## config.mk

```make
export PLATFORM = sky130hd
export DESIGN_NAME = midi_note_event_encoder_top
export DESIGN_NICKNAME = d
export VERILOG_FILES = /design/src/mne_pkg.sv /design/src/mne_front.sv /design/src/mne_queue.sv /design/src/mne_back.sv /design/src/midi_note_event_encoder_top.sv
export SDC_FILE = /design/constraint.sdc
export NUM_CORES = 1
export LEC_CHECK = 0
export BUFFER_PORTS_ARGS = -buffer_cell sky130_fd_sc_hd__buf_2
export CAP_MARGIN = 20
export CORE_MARGIN = 4
export CORE_UTILIZATION = 50
export DETAILED_ROUTE_END_ITERATION = 8
export GPL_TIMING_DRIVEN = 0
export MAX_ROUTING_LAYER = met4
export PLACE_DENSITY = 0.72
export SLEW_MARGIN = 30
export SYNTH_ARGS = -nofsm -noshare
export SYNTH_HDL_FRONTEND = slang
export SYNTH_HIERARCHICAL = 1
export SYNTH_SLANG_ARGS = --single-unit
```

## constraint.sdc

```tcl
create_clock -name clk -period 5.75 [get_ports clk]
set_input_delay 1.725 -clock clk [delete_from_list [all_inputs] [get_ports clk]]
set_output_delay 1.725 -clock clk [all_outputs]
set_load 0.01 [all_outputs]
```

## src/mne_pkg.sv

```systemverilog
// Shared types and constants for the MIDI note event encoder.
// No dependencies; every other file in src/ imports this package.
package mne_pkg;

  localparam int DeltaW       = 32;
  localparam int KeyW         = 8;
  localparam int VelW         = 7;
  localparam int GroupW       = 7;
  // Most 7-bit groups a 32-bit delta can ever need
  localparam int MaxGroupsAll = (DeltaW + GroupW - 1) / GroupW;
  localparam int GrpCntW      = 3;
  localparam int IdxW         = 3;
  localparam int QDepth       = 2;

  localparam logic [7:0] CmdNoteOn  = 8'h90;
  localparam logic [7:0] CmdNoteOff = 8'h80;
  localparam logic [7:0] ContBit    = 8'h80;

  // Classified event, as it travels from front to back
  typedef struct packed {
    logic                 first;
    logic                 ovf;
    logic [DeltaW-1:0]    delta;
    logic [GrpCntW-1:0]   ngroups;
    logic                 note_on;
    logic [KeyW-1:0]      key_byte;
    logic [VelW-1:0]      vel;
  } evt_desc_t;

  // Queue status seen by the front and the back
  typedef struct packed {
    logic head_valid;
    logic full;
  } q_stat_t;

  // Pick 7-bit group j of the delta, group 0 least significant
  function automatic logic [GroupW-1:0] get_group(input logic [DeltaW-1:0] d,
                                                  input logic [GrpCntW-1:0] j);
    logic [GroupW-1:0] g;
    unique case (j)
      3'd0:    g = d[6:0];
      3'd1:    g = d[13:7];
      3'd2:    g = d[20:14];
      3'd3:    g = d[27:21];
      3'd4:    g = {3'b000, d[31:28]};
      default: g = '0;
    endcase
    return g;
  endfunction

endpackage

```

## src/mne_front.sv

```systemverilog
// Front end: accepts note events and classifies them into descriptors.
// Depends on mne_pkg; feeds mne_queue.
module mne_front #(
  parameter int MAX_DELTA_GROUPS = 4
) (
  input  logic                    in_valid,
  output logic                    in_ready,
  input  logic                    first_of_line,
  input  logic [31:0]             delta_ticks,
  input  logic signed [7:0]       note_key,
  input  logic [6:0]              velocity,
  input  mne_pkg::q_stat_t        q_stat,
  output logic                    push,
  output mne_pkg::evt_desc_t      desc
);
  import mne_pkg::*;

  localparam int EffGroups = (MAX_DELTA_GROUPS < MaxGroupsAll) ? MAX_DELTA_GROUPS
                                                                : MaxGroupsAll;
  localparam int OvfShift  = GroupW * MAX_DELTA_GROUPS;

  logic               ovf_raw;
  logic [GrpCntW-1:0] ng;
  logic               on;

  // Accept whenever the queue has room
  assign in_ready = !q_stat.full;
  assign push     = in_valid && in_ready;

  // Flag a delta that does not fit in the allowed groups
  assign ovf_raw = (OvfShift < DeltaW) ? (|(delta_ticks >> OvfShift)) : 1'b0;

  // Count significant groups, capped at the group limit
  always_comb begin
    ng = GrpCntW'(1);
    for (int j = 1; j < MaxGroupsAll; j++) begin
      if (j < EffGroups && (delta_ticks >> (GroupW * j)) != '0) begin
        ng = GrpCntW'(j + 1);
      end
    end
  end

  // Positive key gives note-on, anything else note-off with negated key
  assign on = !note_key[7] && (note_key != '0);

  always_comb begin
    desc.first    = first_of_line;
    desc.ovf      = first_of_line && ovf_raw;
    desc.delta    = delta_ticks;
    desc.ngroups  = ng;
    desc.note_on  = on;
    desc.key_byte = on ? note_key : (8'd0 - note_key);
    desc.vel      = velocity;
  end

endmodule

```

## src/mne_queue.sv

```systemverilog
// Two-entry descriptor queue between front and back.
// Depends on mne_pkg.
module mne_queue (
  input  logic                clk,
  input  logic                rst,
  input  logic                push,
  input  mne_pkg::evt_desc_t  desc_in,
  input  logic                pop,
  output mne_pkg::evt_desc_t  head,
  output mne_pkg::q_stat_t    q_stat
);
  import mne_pkg::*;

  localparam int PtrW = $clog2(QDepth);

  evt_desc_t         mem [QDepth];
  logic [PtrW-1:0]   wr_ptr;
  logic [PtrW-1:0]   rd_ptr;
  logic [PtrW:0]     count;

  // Advance pointers and occupancy
  always_ff @(posedge clk) begin
    if (rst) begin
      wr_ptr <= '0;
      rd_ptr <= '0;
      count  <= '0;
    end else begin
      if (push) wr_ptr <= wr_ptr + 1'b1;
      if (pop)  rd_ptr <= rd_ptr + 1'b1;
      priority if (push && !pop) count <= count + 1'b1;
      else if (pop && !push)     count <= count - 1'b1;
    end
  end

  // Hold descriptor words
  always_ff @(posedge clk) begin
    if (push) mem[wr_ptr] <= desc_in;
  end

  assign head              = mem[rd_ptr];
  assign q_stat.head_valid = (count != '0);
  assign q_stat.full       = (count == (PtrW+1)'(QDepth));

endmodule

```

## src/mne_back.sv

```systemverilog
// Back end: walks the head descriptor into an output register, one byte a cycle unless stalled.
// Depends on mne_pkg; reads mne_queue.
module mne_back (
  input  logic                clk,
  input  logic                rst,
  input  mne_pkg::evt_desc_t  head,
  input  mne_pkg::q_stat_t    q_stat,
  output logic                pop,
  output logic                out_valid,
  input  logic                out_ready,
  output logic [7:0]          out_byte,
  output logic                last_byte,
  output logic                too_large
);
  import mne_pkg::*;

  logic [IdxW-1:0]    idx;
  logic [IdxW:0]      dlen;
  logic [IdxW:0]      idx_w;
  logic [GrpCntW-1:0] grp_sel;
  logic               advance;
  logic [7:0]         byte_next;
  logic               last_next;

  assign advance = q_stat.head_valid && (!out_valid || out_ready);
  assign pop     = advance && last_next;

  // Delta part is the group count on a first event, one zero byte otherwise
  assign dlen    = head.first ? (IdxW+1)'(head.ngroups) : (IdxW+1)'(1);
  assign idx_w   = (IdxW+1)'(idx);
  assign grp_sel = GrpCntW'(dlen - idx_w - 1'b1);

  // Pick the byte at the current position
  always_comb begin
    byte_next = '0;
    last_next = 1'b0;
    priority if (head.ovf) begin
      last_next = 1'b1;
    end else if (idx_w < dlen) begin
      if (head.first) begin
        byte_next = {1'b0, get_group(head.delta, grp_sel)};
        if (idx_w != dlen - 1'b1) byte_next = byte_next | ContBit;
      end
    end else if (idx_w == dlen) begin
      byte_next = head.note_on ? CmdNoteOn : CmdNoteOff;
    end else if (idx_w == dlen + 1'b1) begin
      byte_next = head.key_byte;
    end else begin
      byte_next = {1'b0, head.vel};
      last_next = 1'b1;
    end
  end

  // Advance byte position, restart on each new descriptor
  always_ff @(posedge clk) begin
    if (rst) begin
      idx <= '0;
    end else if (advance) begin
      idx <= last_next ? '0 : idx + 1'b1;
    end
  end

  // Hold the output word until taken
  always_ff @(posedge clk) begin
    if (rst) begin
      out_valid <= 1'b0;
    end else if (advance) begin
      out_valid <= 1'b1;
    end else if (out_ready) begin
      out_valid <= 1'b0;
    end
  end

  always_ff @(posedge clk) begin
    if (advance) begin
      out_byte  <= byte_next;
      last_byte <= last_next;
      too_large <= head.ovf;
    end
  end

endmodule

```

## src/midi_note_event_encoder_top.sv

```systemverilog
// Top level of the MIDI note event encoder: front, queue and back.
// Depends on mne_pkg, mne_front, mne_queue, mne_back.
//
//  channel | signals                                         | role
//  in      | in_valid/in_ready, first_of_line, delta_ticks,  | one note event per word
//          | note_key, velocity                              |
//  out     | out_valid/out_ready, out_byte, last_byte,       | one track byte per word
//          | too_large                                       |
//
// An event yields 4 to MAX_DELTA_GROUPS+3 bytes (at most 8), one per cycle out of
// the output register unless it stalls; an overflowing delta yields one flagged byte.
// The back end's one-byte output register sets the rate, so bytes leave one by one.
// The first byte passes through the queue entry and then the output register.
// Reset clears the queue, the byte position and the output valid.
// The two-entry queue keeps accepting events while the output stalls, until it is full.
module midi_note_event_encoder_top #(
  parameter int MAX_DELTA_GROUPS = 4
) (
  input  logic              clk,
  input  logic              rst,
  input  logic              in_valid,
  output logic              in_ready,
  input  logic              first_of_line,
  input  logic [31:0]       delta_ticks,
  input  logic signed [7:0] note_key,
  input  logic [6:0]        velocity,
  output logic              out_valid,
  input  logic              out_ready,
  output logic [7:0]        out_byte,
  output logic              last_byte,
  output logic              too_large
);
  import mne_pkg::*;

  evt_desc_t desc;
  evt_desc_t head;
  q_stat_t   q_stat;
  logic      push;
  logic      pop;

  mne_front #(.MAX_DELTA_GROUPS(MAX_DELTA_GROUPS)) u_front (
    .in_valid      (in_valid),
    .in_ready      (in_ready),
    .first_of_line (first_of_line),
    .delta_ticks   (delta_ticks),
    .note_key      (note_key),
    .velocity      (velocity),
    .q_stat        (q_stat),
    .push          (push),
    .desc          (desc)
  );

  mne_queue u_queue (
    .clk     (clk),
    .rst     (rst),
    .push    (push),
    .desc_in (desc),
    .pop     (pop),
    .head    (head),
    .q_stat  (q_stat)
  );

  mne_back u_back (
    .clk       (clk),
    .rst       (rst),
    .head      (head),
    .q_stat    (q_stat),
    .pop       (pop),
    .out_valid (out_valid),
    .out_ready (out_ready),
    .out_byte  (out_byte),
    .last_byte (last_byte),
    .too_large (too_large)
  );

  // Overflow word is a lone zero byte that closes its event
  a_ovf_word: assert property (@(posedge clk) disable iff (rst)
    (out_valid && too_large) |-> (last_byte && out_byte == 8'h00))
    else $error("overflow word malformed");

  // An accepted event is queued on the next cycle
  a_push_lands: assert property (@(posedge clk) disable iff (rst)
    push |=> q_stat.head_valid)
    else $error("accepted event missing from queue");

  // Back never pops an empty queue
  a_no_empty_pop: assert property (@(posedge clk) disable iff (rst)
    !q_stat.head_valid |-> !pop)
    else $error("pop from empty queue");

endmodule

```

After elaboration in Yosys (flattened, before gate mapping)
Memory sizes are Yosys's and may differ from the RTL's. A register that Yosys moved wholly into a read port is not among the register bits.
Index checks and enable logic that the tools add are counted.
{"block": "totals", "word_cells": 75, "mem_count": 1, "ram_bits": 106, "regBits": 18, "inputBits": 52}
{"block": "classes", "magnitude_cmp": 1, "n_eq_ne": 8, "muxes": 25, "reduce_logical": 22, "add_sub_neg": 10}
{"name": "u_queue.mem", "depth": 2, "width": 53, "rd": 1, "rd_clocked_by_memory_dff": 1, "wr": 1, "line": "mne_queue.sv:16", "text": "evt_desc_t mem [QDepth];"}
{"operator": "$reduce_bool 32->1", "count": 3}
{"operator": "$mux 8", "count": 6}
{"operator": "$pmux 7 s5", "count": 1}
{"operator": "$mux 3", "count": 4}
{"operator": "$mux 1", "count": 10}
{"operator": "$eq 3x4->1", "count": 2}
{"operator": "$reduce_bool 8->1", "count": 1}
{"operator": "$sub 1x8->8 const A", "count": 1}
{"operator": "$logic_and 1x1->1", "count": 7}
{"operator": "$eq 3x2->1 const B", "count": 2}
{"operator": "$mux 2", "count": 3}
{"operator": "$reduce_bool 2->1", "count": 3}
{"operator": "$logic_not 1->1", "count": 5}
{"operator": "$mux 5", "count": 1}
{"operator": "$add 4x1->4 const B", "count": 1}
{"operator": "$lt 3x4->1", "count": 1}
{"operator": "$ne 3x4->1", "count": 1}
{"operator": "$reduce_or 4->1", "count": 1}
{"operator": "$sub 4x1->4 const B", "count": 1}
{"operator": "$add 3x1->3 const B", "count": 1}
{"operator": "$eq 3x1->1 const B", "count": 1}
{"operator": "$eq 3x3->1 const B", "count": 1}
{"operator": "$logic_not 3->1", "count": 1}
{"operator": "$sub 3x1->3 const B", "count": 1}
{"operator": "other kinds (6)", "count": 7}

Longest topological paths before layout
{"block": "logic_depth", "depth_word": 11, "ltp_mapped": 17}

Modules after synthesis
The synthesis kept the hierarchy.
{"mod": "mne_queue", "cells_each": 187, "instances": 1, "area_per_inst_um2": 4051.4}
{"mod": "mne_back", "cells_each": 130, "instances": 1, "area_per_inst_um2": 1257.5}
{"mod": "mne_front", "cells_each": 81, "instances": 1, "area_per_inst_um2": 570.5}

Worst setup path after synthesis
OpenSTA, ideal clock, no wires.
{"block": "synth_path", "path_type": "input-to-reg", "from": "in in_valid", "to": "mem u_queue/mem[0][0] (netlist bit), enable pin", "path_slack_ps": 911, "n_path_buf": 0, "setup_ps": 470, "arrival_ps": 4369, "required_ps": 5280, "stages": 2, "cell_sequence": "nor2b_1 -> nor2b_1"}
{"block": "synth_between", "elab_chain_cells": 3}
{"element": "start, declared", "line": "midi_note_event_encoder_top.sv:21", "text": "input logic in_valid,"}
{"element": "$logic_and 1x1->1", "line": "mne_front.sv:28", "text": "assign push = in_valid && in_ready;"}
{"element": "$mux 1", "line": "mne_queue.sv:37", "text": "if (push) mem[wr_ptr] <= desc_in;"}
{"element": "$mux 1 (not written as such)", "line": "mne_queue.sv:37"}
{"element": "end, declared", "line": "mne_queue.sv:16"}
Every way passes these cells.

==> results.py <==
metrics = {
    "placement": {
        "io_buffers": 49,
        "hpwl_um": 7820,
        "gp_congestion": 0.802,
        "dpl.cell_count": 593,
    },
    "synthesis": {
        "synth-compound-area-share": 0.0485,
        "synth_area_leaders": "edfxtp_1 59%, mux2_2 11%, buf_4 5.4%",
        "synthAdderAreaFrac": 0.0234,
        "synthArstFlopShare": 0,
        "synth_top_area_frac": 0.592,
        "ys_ff_latch": 125,
        "syn-num-nets": 461,
        "synth_flop_cell": "edfxtp_1",
        "yosysUniqueCellTypes": 51,
        "synth_top_family_by_area": "multiplexers",
        "post_synth.cell_area_avg_um2": 14.8,
        "synth-simple-area-share": 0.0679,
        "synthMuxAreaShare": 0.142,
        "synthesis.area_um2": 5880,
        "netlist_instances": 398,
        "synth-edff-count": 116,
        "synth_area_leader_cell": "edfxtp_1",
        "synth_warnings": 6,
        "synth-xor-area-share": 0.0194,
        "synth-seq-area-share": 0.623,
    },
    "routing": {
        "vias": 3340,
        "ant_nets": 0,
        "wl_per_cell_um": 17.6,
        "drt_pass1_iterations": 4,
        "viasPerCell": 5.34,
        "drcViolationCount": 0,
        "drt_iter0_markers": 176,
        "drt_wl_total_um": 11000,
    },
    "worst_setup_path": {
        "crit_arrival_ns": 4.09,
        "worst-r2r-setup-slack_ns": 1.99,
        "r2r-end": "u_queue/count[1]",
        "endpoint_kind": "register",
        "critPathKind": "reg2reg",
        "cp_max_fo": 10,
        "worstPathRequired_ns": 6.08,
        "worstSetupStartpointType": "register",
        "reg2reg_depth": 15,
    },
    "power_and_ir_drop": {
        "p_total_mw": 3.31,
        "pwr-share-clk": 0.305,
        "power_density_nw_per_um2": 476,
        "ir_drop_v": 0.000224,
        "seqPwrFrac": 0.374,
        "power.switching_uw": 998,
        "leakagePower_nw": 2.62,
        "combPwrFrac": 0.321,
        "switching_share": 0.301,
        "power.internal_mw": 2.31,
    },
    "timing": {
        "tns_ns": 0,
        "fmax_ghz": 0.266,
        "worst_slew_pin_slew_ns": 0.929,
        "fin_skew_ns": 0.00692,
        "slew_headroom": 0.375,
        "hold_viol": 0,
        "finalMaxSlewViolations": 0,
        "finalSetupViolCount": 0,
        "min_period_ns": 3.76,
        "rsz0062_at_grt": "false",
        "period_share": 0.653,
    },
    "global_routing": {
        "grt_pass1_wl_um": 17400,
        "grtUsageMet3": 0.0326,
        "grt_overflow": 0,
        "grt_pass1_vias": 3485,
        "grt_max_degree": 28,
        "gr-usage-met1": 0.213,
        "grtUsageTotal": 0.179,
        "busiest_layer": "met2",
        "grtUsageMet2": 0.297,
        "antenna_found_initial": 0,
    },
    "die": {
        "initial_utilization": 0.513,
        "die_x_um": 116,
        "die_h_um": 116,
        "row_count": 39,
        "core-area_um2": 11500,
        "die_area_um2": 13600,
        "io-pin-count": 64,
    },
    "clocking": {
        "clk_path_buf_depth": 2,
        "path_clk_slew_ns": 0.05,
        "cts_root_buffer": "clkbuf_16",
        "cts_resized": 0,
        "clock_sinks": 125,
        "htree_levels": 4,
        "post_cts_buffers": 0,
        "numCtsBuffers": 17,
        "clock_latency_ns": 0.41,
        "cts_tree": "built",
        "holdBufCountCts": 0,
    },
    "job": {
        "maxCapViolations": 0,
    },
    "finish": {
        "multi_input_area_um2": 1780,
        "final_util": 0.607,
        "fill_cells": 860,
        "nets": 532,
        "insertedDiodeCount": 0,
        "drive_above_1_share": 0.436,
        "regArea_um2": 3660,
        "syn2layout_area_growth_pct": 18.4,
        "instances_no_fill": 625,
    },
    "hold_path": {
        "hold_class": "reg2reg",
        "min_to": "u_back/out_valid",
        "holdPathStages": 2,
        "min_from": "u_back/out_valid",
    },
    "run_status": {
        "status": "completed",
    },
}
-- metrics by stage --
stage	instance area, µm²	setup WS (ns)	hold WS, ns
global route	6960	1.80	0.531
detailed placement	6390	2.06	0.485
floorplan	5880	0.911	0.456
global placement	6300	-0.630	0.478
finish	6960	1.99	0.497
CTS	6960	2.01	0.504
-- cells in the mapped netlist, types with 5 or more instances --
cell      count
nor2_1       12
ha_1         11
or2_2         6
o21ai_0       7
mux2i_1      11
edfxtp_1    116
nand2b_1      6
a21oi_1      10
buf_4        42
dfxtp_1       9
a31oi_1       7
buf_6         6
xor2_1        6
o22ai_1       5
xnor2_1       7
mux2_2       57
inv_1        13
nand2_1      15
-- power groups by stage --
stage,combinational [mW],sequential [mW],clock (mW)
detailed placement,1.06,1.26,0
floorplan,0.735,1.27,0
global placement,1.00,1.27,0
global route,1.16,1.25,1.08
CTS,1.07,1.24,1.03
finish,1.06,1.24,1.01
-- kinds of logic (layout without fill, tap and decap cells) --
logic type      count (synthesis)  count (layout)
fa+ha+maj                      11              11
buf+inv                        64             148
compound gates                 43              43
simple gates                   70              70
mux                            72              72
xor+xnor                       13              13
flops                         125             125
-- cell usage in the layout, fill, tap and decap left out, types with 2 or more instances in the layout --
cell type     n
a211o_1       2
mux4_2        3
buf_16        2
bufinv_16     2
edfxtp_1    116
buf_2        51
clkinv_2      4
inv_1        13
mux2i_1      11
or4_1         2
a21oi_1      10
o31ai_1       2
ha_1         11
clkinv_4      3
nor2b_1       3
nand2b_1      6
dfxtp_1       9
a31oi_1       7
xor2_1        6
nand3b_1      2
buf_6         6
nor2_1       12
and2_4        2
nor4_1        3
buf_4        42
nand3_1       3
o21ai_0       7
clkinvlp_4    4
o22ai_1       5
nand2_1      15
nor3_1        3
xnor2_1       7
nor3b_1       3
mux2_2       57
clkbuf_16    17
or2_2         6
-- worst max path at each step --
stage                     slack (ns)            endpoint
final                           1.99    u_queue/count[1]
after global routing            1.80    u_queue/count[1]
after CTS                       2.01    u_queue/count[1]
after detailed placement        2.06    u_queue/count[1]
after global placement         -0.63  u_queue/mem[0][22]
after floorplan                 0.91   u_queue/mem[0][0]
-- critical path: stages (launching register included) --
cell,delay (ns)
dfxtp_1,0.30
buf_2,0.26
buf_6,0.21
mux2_2,0.39
nand2b_1,0.23
ha_1,0.25
xor2_1,0.15
nand2b_1,0.15
a211o_1,0.34
buf_6,0.17
a21o_2,0.22
and2_1,0.18
inv_1,0.06
ha_1,0.25
or3_1,0.36
a21oi_1,0.16
-- cell type report --
| cell class | count | share of cell area |
|---|---|---|
| clock inverters | 15 | 0.0214 |
| flip-flops and latches | 125 | 0.526 |
| multi-input cells | 209 | 0.256 |
| inverters | 13 | 0.00701 |
| repair buffers | 52 | 0.0460 |
| plain buffers | 51 | 0.0570 |
| well taps | 143 | 0.0257 |
| clock buffers | 17 | 0.0611 |
-- flip-flops by register name, summed over array words and instances, names as in the netlist, named ones only --
name,flops
u_back/idx,3
u_back/last_byte,1
u_back/out_byte,8
u_back/out_valid,1
u_back/too_large,1
u_queue/count,2
u_queue/mem,106
u_queue/rd_ptr,1
u_queue/wr_ptr,1
-- metal layers --
layer | wire length, µm | up-vias
met5 | 0 | -
met4 | 173 | 0
met3 | 442 | 9
met2 | 5700 | 77
met1 | 4700 | 1647
li1 | - | 1607
Power figures use the tool's default switching activity.
